**config.mk**
```make
export PLATFORM = sky130hd
export DESIGN_NAME = stable_length_auto_add_qualifier_top
export DESIGN_NICKNAME = d
export VERILOG_FILES = /design/src/design/slaaq_pkg.sv /design/src/design/stable_length_auto_add_qualifier_top.sv
export SDC_FILE = /design/constraint.sdc
export NUM_CORES = 1
export LEC_CHECK = 0
export BUFFER_PORTS_ARGS = -buffer_cell sky130_fd_sc_hd__buf_2
export CORE_UTILIZATION = 63
export CTS_CLUSTER_DIAMETER = 50
export CTS_CLUSTER_SIZE = 16
export DETAILED_ROUTE_END_ITERATION = 7
export PLACE_DENSITY = 0.91
export RECOVER_POWER = 50
export SETUP_SLACK_MARGIN = 0.02
export SYNTH_ARGS = -nofsm -noshare
export SYNTH_HDL_FRONTEND = slang
export SYNTH_SLANG_ARGS = --single-unit
export TNS_END_PERCENT = 10
```
**constraint.sdc**
```tcl
create_clock -name clk -period 6.85 [get_ports clk]
set_input_delay 0.685 -clock clk [delete_from_list [all_inputs] [get_ports clk]]
set_output_delay 0.685 -clock clk [all_outputs]
set_load 0.01 [all_outputs]
```
**src/design/slaaq_pkg.sv**
```systemverilog
package slaaq_pkg;

    localparam int unsigned TimeWidth = 32;
    localparam int unsigned LenWidth  = 16;
    localparam int unsigned TolWidth  = 15;
    localparam int unsigned CfgIdxWidth = 3;
    localparam int unsigned CfgDataWidth = 16;
    localparam int unsigned InDataWidth = 56;
    localparam int unsigned OutDataWidth = 24;

    typedef enum logic [CfgIdxWidth-1:0] {
        CFG_STABLE_TIME = 3'd0,
        CFG_TOLERANCE   = 3'd1,
        CFG_MIN_LENGTH  = 3'd2,
        CFG_MAX_LENGTH  = 3'd3,
        CFG_MIN_GAP     = 3'd4,
        CFG_CLEAR_LEVEL = 3'd5,
        CFG_CLEAR_TIME  = 3'd6
    } cfg_index_t;

    localparam logic [15:0]        RstStableTime = 16'd100;
    localparam logic [14:0]        RstTolerance  = 15'd64;
    localparam logic signed [15:0] RstMinLength  = 16'sd256;
    localparam logic signed [15:0] RstMaxLength  = 16'sd2816;
    localparam logic [15:0]        RstMinGap     = 16'd300;
    localparam logic signed [15:0] RstClearLevel = 16'sd0;
    localparam logic [15:0]        RstClearTime  = 16'd200;

    localparam logic OpSample  = 1'b0;
    localparam logic OpRestart = 1'b1;

endpackage

```
**src/design/stable_length_auto_add_qualifier_top.sv**
```systemverilog
// Channel  Direction  Signals                        Payload
// s        in         s_tvalid s_tready s_tdata      tdata: now_ms[31:0] reading_valid[32]
//                     s_tuser                        length_q8[48:33]; tuser: op
// m        out        m_tvalid m_tready m_tdata      tdata: added_length_q8[15:0]
//                     m_tuser                        tracking[16] clear_seen[17]; tuser: add_event
// cfg      in         cfg_valid cfg_ready            cfg_index, cfg_data (always ready)
//
// Each beat is captured in the input register and then moves to the result register, which
// offers its result; one beat is taken per cycle while the output is not stalled.
// The gating state is updated as an item moves from the input to the result register.
// A stalled output holds both registers; ready drops only when both are full and
// m_tready is low.
// Reset is asynchronous and active low and restores the register defaults.
module stable_length_auto_add_qualifier_top
(
    input  logic                                 clk,
    input  logic                                 rst_n,
    input  logic                                 s_tvalid,
    output logic                                 s_tready,
    // now_ms[31:0], reading_valid[32], length_q8[48:33], zeros above
    input  logic [slaaq_pkg::InDataWidth-1:0]    s_tdata,
    // op[0]
    input  logic                                 s_tuser,
    output logic                                 m_tvalid,
    input  logic                                 m_tready,
    // added_length_q8[15:0], tracking[16], clear_seen[17], zeros above
    output logic [slaaq_pkg::OutDataWidth-1:0]   m_tdata,
    // add_event[0]
    output logic                                 m_tuser,
    input  logic                                 cfg_valid,
    output logic                                 cfg_ready,
    input  logic [slaaq_pkg::CfgIdxWidth-1:0]    cfg_index,
    input  logic [slaaq_pkg::CfgDataWidth-1:0]   cfg_data
);

    logic [15:0]        stable_time_reg;
    logic [14:0]        tolerance_reg;
    logic signed [15:0] min_length_reg;
    logic signed [15:0] max_length_reg;
    logic [15:0]        min_gap_reg;
    logic signed [15:0] clear_level_reg;
    logic [15:0]        clear_time_reg;

    logic               in_valid_reg;
    logic               in_op_reg;
    logic [31:0]        in_now_reg;
    logic               in_rv_reg;
    logic signed [15:0] in_len_reg;

    logic               out_valid_reg;
    logic               out_add_reg;
    logic signed [15:0] out_len_reg;
    logic               out_track_reg;
    logic               out_clear_reg;

    logic signed [15:0] ref_len_reg, ref_len_next;
    logic [31:0]        stable_start_reg, stable_start_next;
    logic               stable_active_reg, stable_active_next;
    logic [31:0]        last_add_reg, last_add_next;
    logic               added_once_reg, added_once_next;
    logic [31:0]        clear_start_reg, clear_start_next;
    logic               clear_active_reg, clear_active_next;
    logic               clear_done_reg, clear_done_next;

    logic               add_next;
    logic               advance;
    logic               is_clear;
    logic               in_range;
    logic               clear_done_mid;
    logic               clear_ok;
    logic [31:0]        clear_elapsed;
    logic [31:0]        stable_elapsed;
    logic [31:0]        gap_elapsed;
    logic signed [16:0] len_diff;
    logic [16:0]        abs_diff;

    assign cfg_ready = 1'b1;
    assign advance   = in_valid_reg && (!out_valid_reg || m_tready);
    assign s_tready  = !in_valid_reg || advance;
    assign m_tvalid  = out_valid_reg;
    assign m_tuser   = out_add_reg;
    assign m_tdata   = {6'b0, out_clear_reg, out_track_reg, out_len_reg};

    always_ff @(posedge clk or negedge rst_n)
    begin
        if (!rst_n)
        begin
            stable_time_reg <= slaaq_pkg::RstStableTime;
            tolerance_reg   <= slaaq_pkg::RstTolerance;
            min_length_reg  <= slaaq_pkg::RstMinLength;
            max_length_reg  <= slaaq_pkg::RstMaxLength;
            min_gap_reg     <= slaaq_pkg::RstMinGap;
            clear_level_reg <= slaaq_pkg::RstClearLevel;
            clear_time_reg  <= slaaq_pkg::RstClearTime;
        end
        else if (cfg_valid && cfg_ready)
        begin
            case (cfg_index)
                slaaq_pkg::CFG_STABLE_TIME: stable_time_reg <= cfg_data;
                slaaq_pkg::CFG_TOLERANCE:   tolerance_reg   <= cfg_data[14:0];
                slaaq_pkg::CFG_MIN_LENGTH:  min_length_reg  <= cfg_data;
                slaaq_pkg::CFG_MAX_LENGTH:  max_length_reg  <= cfg_data;
                slaaq_pkg::CFG_MIN_GAP:     min_gap_reg     <= cfg_data;
                slaaq_pkg::CFG_CLEAR_LEVEL: clear_level_reg <= cfg_data;
                slaaq_pkg::CFG_CLEAR_TIME:  clear_time_reg  <= cfg_data;
                default:                    ;
            endcase
        end
    end

    always_ff @(posedge clk or negedge rst_n)
    begin
        if (!rst_n)
        begin
            in_valid_reg <= 1'b0;
        end
        else if (s_tready)
        begin
            in_valid_reg <= s_tvalid;
        end
    end

    always_ff @(posedge clk)
    begin
        if (s_tvalid && s_tready)
        begin
            in_op_reg  <= s_tuser;
            in_now_reg <= s_tdata[31:0];
            in_rv_reg  <= s_tdata[32];
            in_len_reg <= s_tdata[48:33];
        end
    end

    assign is_clear       = in_rv_reg && (in_len_reg <= clear_level_reg);
    assign in_range       = (in_len_reg >= min_length_reg) && (in_len_reg <= max_length_reg);
    assign clear_elapsed  = clear_active_reg ? (in_now_reg - clear_start_reg) : 32'd0;
    assign clear_done_mid = clear_done_reg
                            || (is_clear && (clear_elapsed >= {16'b0, clear_time_reg}));
    assign clear_ok       = !added_once_reg || clear_done_mid;
    assign stable_elapsed = in_now_reg - stable_start_reg;
    assign gap_elapsed    = in_now_reg - last_add_reg;
    assign len_diff       = {in_len_reg[15], in_len_reg} - {ref_len_reg[15], ref_len_reg};
    assign abs_diff       = len_diff[16] ? 17'(-len_diff) : 17'(len_diff);

    always_comb
    begin
        ref_len_next       = ref_len_reg;
        stable_start_next  = stable_start_reg;
        stable_active_next = stable_active_reg;
        last_add_next      = last_add_reg;
        added_once_next    = added_once_reg;
        clear_start_next   = clear_start_reg;
        clear_active_next  = clear_active_reg;
        clear_done_next    = clear_done_reg;
        add_next           = 1'b0;

        if (in_op_reg == slaaq_pkg::OpRestart)
        begin
            stable_active_next = 1'b0;
            added_once_next    = 1'b0;
            clear_active_next  = 1'b0;
            clear_done_next    = 1'b0;
        end
        else
        begin
            clear_active_next = is_clear;
            clear_done_next   = clear_done_mid;
            if (is_clear && !clear_active_reg)
            begin
                clear_start_next = in_now_reg;
            end

            if (in_rv_reg && in_range && clear_ok)
            begin
                if (!stable_active_reg)
                begin
                    ref_len_next       = in_len_reg;
                    stable_start_next  = in_now_reg;
                    stable_active_next = 1'b1;
                end
                else if (abs_diff <= {2'b0, tolerance_reg})
                begin
                    if ((stable_elapsed >= {16'b0, stable_time_reg})
                        && (!added_once_reg || (gap_elapsed >= {16'b0, min_gap_reg})))
                    begin
                        add_next           = 1'b1;
                        last_add_next      = in_now_reg;
                        added_once_next    = 1'b1;
                        clear_done_next    = 1'b0;
                        clear_active_next  = 1'b0;
                        stable_active_next = 1'b0;
                    end
                end
                else
                begin
                    ref_len_next      = in_len_reg;
                    stable_start_next = in_now_reg;
                end
            end
            else
            begin
                stable_active_next = 1'b0;
            end
        end
    end

    always_ff @(posedge clk or negedge rst_n)
    begin
        if (!rst_n)
        begin
            ref_len_reg       <= '0;
            stable_start_reg  <= '0;
            stable_active_reg <= 1'b0;
            last_add_reg      <= '0;
            added_once_reg    <= 1'b0;
            clear_start_reg   <= '0;
            clear_active_reg  <= 1'b0;
            clear_done_reg    <= 1'b0;
        end
        else if (advance)
        begin
            ref_len_reg       <= ref_len_next;
            stable_start_reg  <= stable_start_next;
            stable_active_reg <= stable_active_next;
            last_add_reg      <= last_add_next;
            added_once_reg    <= added_once_next;
            clear_start_reg   <= clear_start_next;
            clear_active_reg  <= clear_active_next;
            clear_done_reg    <= clear_done_next;
        end
    end

    always_ff @(posedge clk or negedge rst_n)
    begin
        if (!rst_n)
        begin
            out_valid_reg <= 1'b0;
        end
        else if (advance)
        begin
            out_valid_reg <= 1'b1;
        end
        else if (m_tready)
        begin
            out_valid_reg <= 1'b0;
        end
    end

    always_ff @(posedge clk)
    begin
        if (advance)
        begin
            out_add_reg   <= add_next;
            out_len_reg   <= add_next ? in_len_reg : 16'sd0;
            out_track_reg <= stable_active_next;
            out_clear_reg <= clear_done_next;
        end
    end

endmodule

```
# Yosys cells after proc, flatten, opt, wreduce, memory -nomap -nowiden
# Cells that the tools add are included.
# Widths: inputs -> output; s select.
[word_totals]
elab_cells = 113
ff_bits = 298
input_bits = 81
out_inout_bits = 28
[op_classes]
eq_ne = 7
mux = 33
add_sub_neg = 5
n_reduce_logical = 35
n_bitwise = 1
n_lt_le_gt_ge = 7
[op_table]
columns = ["cell", "count"]
rows = [
  ["$ge 32x16->1", 3],
  ["$mux 32", 3],
  ["$sub 32x32->32", 3],
  ["$le 16x16->1", 2],
  ["$mux 16", 2],
  ["$mux 1", 27],
  ["$le 17x15->1", 1],
  ["$mux 17", 1],
  ["$neg 17->17", 1],
  ["$sub 16x16->17", 1],
  ["$ge 16x16->1", 1],
  ["$reduce_and 2->1", 7],
  ["$reduce_bool 2->1", 5],
  ["$eq 3x3->1 const B", 3],
  ["$logic_and 1x1->1", 9],
  ["$eq 3x2->1 const B", 2],
  ["$reduce_and 6->1", 1],
  ["$logic_or 1x1->1", 5],
  ["$reduce_and 5->1", 1],
  ["$logic_not 1->1", 4],
  ["$reduce_and 4->1", 1],
  ["$eq 3x1->1 const B", 1],
  ["$logic_not 3->1", 1],
  ["$reduce_and 3->1", 1],
  ["other kinds (2)", 2],
]

# Longest topological paths before layout
[logic_depth]
ltp_word = 10
depth_mapped = 26

# Worst setup path after synthesis
# No wires, ideal clock.
[synth_path]
kind = "flip-flop to flip-flop"
startpoint = "register in_len_reg[0]"
endpoint = "register last_add_reg[10]"
setup_slack_ps = 1270
required_ps = 6725
stages_incl_launch_ff = 27
n_path_buf = 3
setup_ps = 125
t_arrival_ps = 5455
path_cell_list = "edfxtp_1 -> inv_1 -> ha_1 -> fa_1 -> nand2b_1 -> a21oi_1 -> o221a_4 -> o31a_1 -> o21ai_1 -> a21oi_1 -> clkbuf_1 -> nor2_1 -> a21oi_1 -> ha_1 -> nor2b_1 -> o21a_1 -> o21a_1 -> o21a_1 -> o21a_1 -> o21ai_0 -> a21oi_1 -> a221oi_2 -> o31ai_1 -> or4_1 -> buf_4 -> buf_6 -> mux2_4"
[synth_via]
elab_chain_cells = 7
[synth_lines]
columns = ["element", "line", "source"]
rows = [
  ["from (decl)", "stable_length_auto_add_qualifier_top.sv:48", "logic signed [15:0] in_len_reg;"],
  ["from (signal assigned)", "stable_length_auto_add_qualifier_top.sv:130", "in_len_reg <= s_tdata[48:33];"],
  ["branches (longest 6 deep; another with $sub 16x16->17)", "--", ""],
  ["$reduce_and 6->1 (no line) (*)", "--", ""],
  ["to (signal assigned)", "stable_length_auto_add_qualifier_top.sv:225", "last_add_reg <= last_add_next;"],
  ["to (decl)", "stable_length_auto_add_qualifier_top.sv:59", "logic [31:0] last_add_reg, last_add_next;"],
]
# Every way passes the cells marked *.
# A chain may end at the register's enable or synchronous reset.

# Final worst setup path
[layout_path]
startpoint = "register in_now_reg[1]"
endpoint = "register ref_len_reg[10]"
[layout_via]
elab_chain_cells = 8
[layout_lines]
columns = ["element", "line", "source"]
rows = [
  ["from (decl)", "stable_length_auto_add_qualifier_top.sv:46", "logic [31:0] in_now_reg;"],
  ["from (signal assigned)", "stable_length_auto_add_qualifier_top.sv:128", "in_now_reg <= s_tdata[31:0];"],
  ["$sub 32x32->32", "stable_length_auto_add_qualifier_top.sv:136", "assign clear_elapsed = clear_active_reg ? (in_now_reg - clear_start_reg) : 32'd0;"],
  ["$mux 32", "stable_length_auto_add_qualifier_top.sv:136", ""],
  ["$ge 32x16->1", "stable_length_auto_add_qualifier_top.sv:138", "|| (is_clear && (clear_elapsed >= {16'b0, clear_time_reg}));"],
  ["$logic_and 1x1->1", "stable_length_auto_add_qualifier_top.sv:138", ""],
  ["$logic_or 1x1->1", "stable_length_auto_add_qualifier_top.sv:138", ""],
  ["$logic_or 1x1->1", "stable_length_auto_add_qualifier_top.sv:139", "assign clear_ok = !added_once_reg || clear_done_mid;"],
  ["$logic_and 1x1->1", "stable_length_auto_add_qualifier_top.sv:173", "if (in_rv_reg && in_range && clear_ok)"],
  ["$reduce_and 4->1 (no line)", "--", ""],
  ["to (signal assigned)", "stable_length_auto_add_qualifier_top.sv:222", "ref_len_reg <= ref_len_next;"],
  ["to (decl)", "stable_length_auto_add_qualifier_top.sv:56", "logic signed [15:0] ref_len_reg, ref_len_next;"],
]
# No other way between the ends.

==> metrics.md <==
| Metric | Value |
|---|---|
| RSZ-0062 raised after global routing | false |
| Starting Density | 0.639 |
| # IOs | 109 |
| Die X | 184 µm |
| CTS tree | done |
| Required @ worst endpoint | 7.27 ns |
| Crit Path Category | flop to flop |
| Psw | 3.63 mW |
| Routed wire length | 52800 µm |
| Area leader, netlist | dfrtp_1 |
| Combinational share of power | 0.502 |
| Crit path max-delay family | compound AO/OA/AOI/OAI gates |
| Ratio of cells with drive above 1 in the final layout | 0.140 |
| Synth Area in Compound Gates | 0.169 |
| GRT overflow | 0 |
| Top_reg_cell synth | dfrtp_1 |
| Post-synthesis mux area share | 0.0795 |
| Violated checks | max-capacitance violations, max-slew violations |
| Reg-to-reg setup timing slack | 0.54 ns |
| Full die area | 0.0338 mm² |
| Worst setup SP type | flop |
| CP max stage cell | o31ai_1 |
| Post-Synth XOR/XNOR Area | 0.0354 |
| Worst Setup End Kind | flop |
| Placed insts | 2690 |
| Flops & latches, synth | 298 |
| DRT Pass-1 Iters | 5 |
| Port bufs | 94 |
| Worst Skew | 0.0269 ns |
| Hold depth | 1 |
| Final worst-path cycle share | 0.922 |
| Total number of vias | 16921 |
| Remaining antenna violation count after routing | 0 |
| Crit-path max cell delay | 0.58 ns |
| Largest net degree at the start of global routing | 90 |
| Crit path DAT | 6.73 ns |
| Tmin final | 6.31 ns |
| Status | finished with violations |
| CTS Hold Bufs | 0 |
| Fmax | 0.158 GHz |
| Netlist Area Pre-Place | 0.0208 mm² |
| DRT iter0 DRCs | 1175 |
| R2R cell count | 22 |
| Clock Pin Slew Worst Setup and Hold Paths | 0.06 ns |
| Antenna diodes | 0 |
| Critical Path, Cell by Cell | inv_1, fa_1, nor2b_1, o211ai_1, a31o_2, o31ai_1, xor2_1, and2_1, ha_1, a21oi_1, o21ai_0, a21oi_1, o31ai_1, buf_4, a2111o_1, a2111oi_0, nor4b_2, nand4_1, o21bai_4, or4_4, buf_4, mux2_1 |
| Relative slew slack | -2.31 |
| Top cells by count, synth | 246 x inv_1, 221 x ha_1, 214 x dfrtp_1, 191 x nand2_1, 170 x o21ai_0 |
| Global-route wire length before repair | 84800 µm |
| Core Area | 0.0325 mm² |
| Gate Count Post-Synth | 2205 |
| Yosys cell types | 92 |
| Ys Warns | 0 |
| Nets | 2591 |
| Drt wl/cell | 19.2 µm |
| Hold EP | in_now_reg[5] |
| Internal power | 5.23 mW |
| LEAKAGE | 10.4 nW |
| Hpwl dp | 39100 µm |
| Resized Gates After CTS | 0 |
| Count leader, synth | inv_1 |
| Floorplan row count | 66 |
| Area contributors post-synth | dfrtp_1 26%, ha_1 13%, edfxtp_1 10% |
| Root buf cell | clkbuf_16 |
| Vias per cell | 6.15 |
| # DRC | 0 |
| Worst-case hold slack | 0.301 ns |
| TNS Setup | 0 ns |
| Area Overhead vs Synth | 9.71% |
| Pins Over Slew Limit | 204 |
| Fraction of registers with async set/reset | 0.768 |
| Postcts setup bufs | 0 |
| Synth top area share | 0.257 |
| Hold_sp | s_tdata[5] |
| Hold crit path type | input pin to flop |
| Crit path buf inv count | 3 |
| RD Place Congestion | 0.954 |
| Reg-to-Reg Start | in_now_reg[1] |
| Final setup violation count | 0 |
| # Max-Cap Violations | 3 |
| Vias in the first global route | 16644 |
| Worst-skew pair later-pin latency | 0.56 ns |
| Sw Share | 0.410 |
| Clk buf depth | 3 |
| H-tree Lvls | 2 |
| Critical Path Fanout Max | 14 |
| Total power draw | 8.87 mW |
| Sequential power share | 0.277 |
| Power per cell area | 389 mW/mm² |
| Num CTS Buffers | 35 |
| Fin. Hold Viols | 0 |
| Post-Synth Simple-Gate Area | 0.139 |
| R2r endpoint | ref_len_reg[10] |
| Sink Count | 298 |
| Clk pwr share | 0.220 |
| Max VDD drop | 0.000300 V |
| Largest family of logic cells by synthesized area | compound AO/OA/AOI/OAI gates |
| Die H | 184 µm |
| Antenna violations before repair | 1 |
| Non-filler cells in the finished layout | 2752 |
| Sequential share of the synthesized area | 0.376 |
| Syn_area_per_cell | 9.44 µm² |
| Overall routing resource usage | 0.320 |
| Worst-Margin Slew | 4.96 ns |
| Post-Synth Adder-Cell Area | 0.137 |
| EDFF count, synth | 69 |
area by class of cell:
class,count,area [µm²]
multi-input combinational,1590,11700
tap,442,553
inverter,246,923
sequential,298,7820
clock buffer,41,962
fill,2476,9710
clock inverter,21,251
timing repair buffer,114,619
power groups by stage:
| stage | clock (mW) | sequential (mW) | combinational (mW) |
|---|---|---|---|
| finish | 1.95 | 2.46 | 4.46 |
| detailed placement | 0 | 2.48 | 4.35 |
| global placement | 0 | 2.46 | 4.18 |
| floorplan | 0 | 2.41 | 3.37 |
| global route | 2.05 | 2.50 | 4.97 |
| CTS | 1.98 | 2.45 | 4.41 |
metal layers:
metal,global-route usage,up-vias,share of wire
met5,0,-,0
met4,0.146,0,0.044
met3,0.0519,148,0.060
met2,0.543,548,0.48
met1,0.400,8241,0.42
li1,-,7984,-
worst max path at each step:
stage | depth (start not counted) | startpoint | to | slack (ns)
4_1_cts | 22 | in_now_reg[1] | ref_len_reg[15] | 0.60
3_5_place_dp | 22 | in_now_reg[1] | ref_len_reg[15] | 0.71
3_3_place_gp | 23 | in_len_reg[0] | last_add_reg[2] | 0.82
6_report | 22 | in_now_reg[1] | ref_len_reg[10] | 0.54
5_1_grt | 23 | in_now_reg[1] | ref_len_reg[10] | 0.07
2_1_floorplan | 26 | in_len_reg[0] | last_add_reg[10] | 1.27
stage by stage:
stage	util	setup slack (ns)	cell area, µm²
CTS	0.703	0.597	22900
global placement	0.666	0.818	21700
detailed placement	0.666	0.709	21700
global route	0.702	0.0747	22800
finish	0.702	0.536	22800
floorplan	-	1.27	20800
placed cells by master, fill, tap and decap left out, types with 17 or more instances in the layout:
cell type  count
nor2b_1       30
a21oi_1      141
o211ai_1      18
and2_1        42
mux2_1        18
inv_1        246
a211oi_1      17
edfxtp_1      69
clkbuf_16     38
nand3_1       33
nand4_1       41
o21a_1        28
xnor2_1       53
nor3_1        34
nand2b_1      27
nand2_1      191
a31oi_1       26
dfrtp_1      214
xor2_1        31
ha_1         221
mux2_4        29
mux2_2        84
a21o_1        47
o21ai_0      170
nor2_1       104
buf_2         90
cells by family (layout without fill, tap and decap cells):
logic type                 count (synthesis)  in the layout
and+or+nand+nor                          578            578
AOI/OAI and AO/OA                        558            558
buffers and inverters                    322            422
DFF                                      298            298
adders and majority gates                225            225
muxes                                    138            138
xor gates and xnor gates                  84             84
other                                      2              7
(Power assumes the default switching activity.)
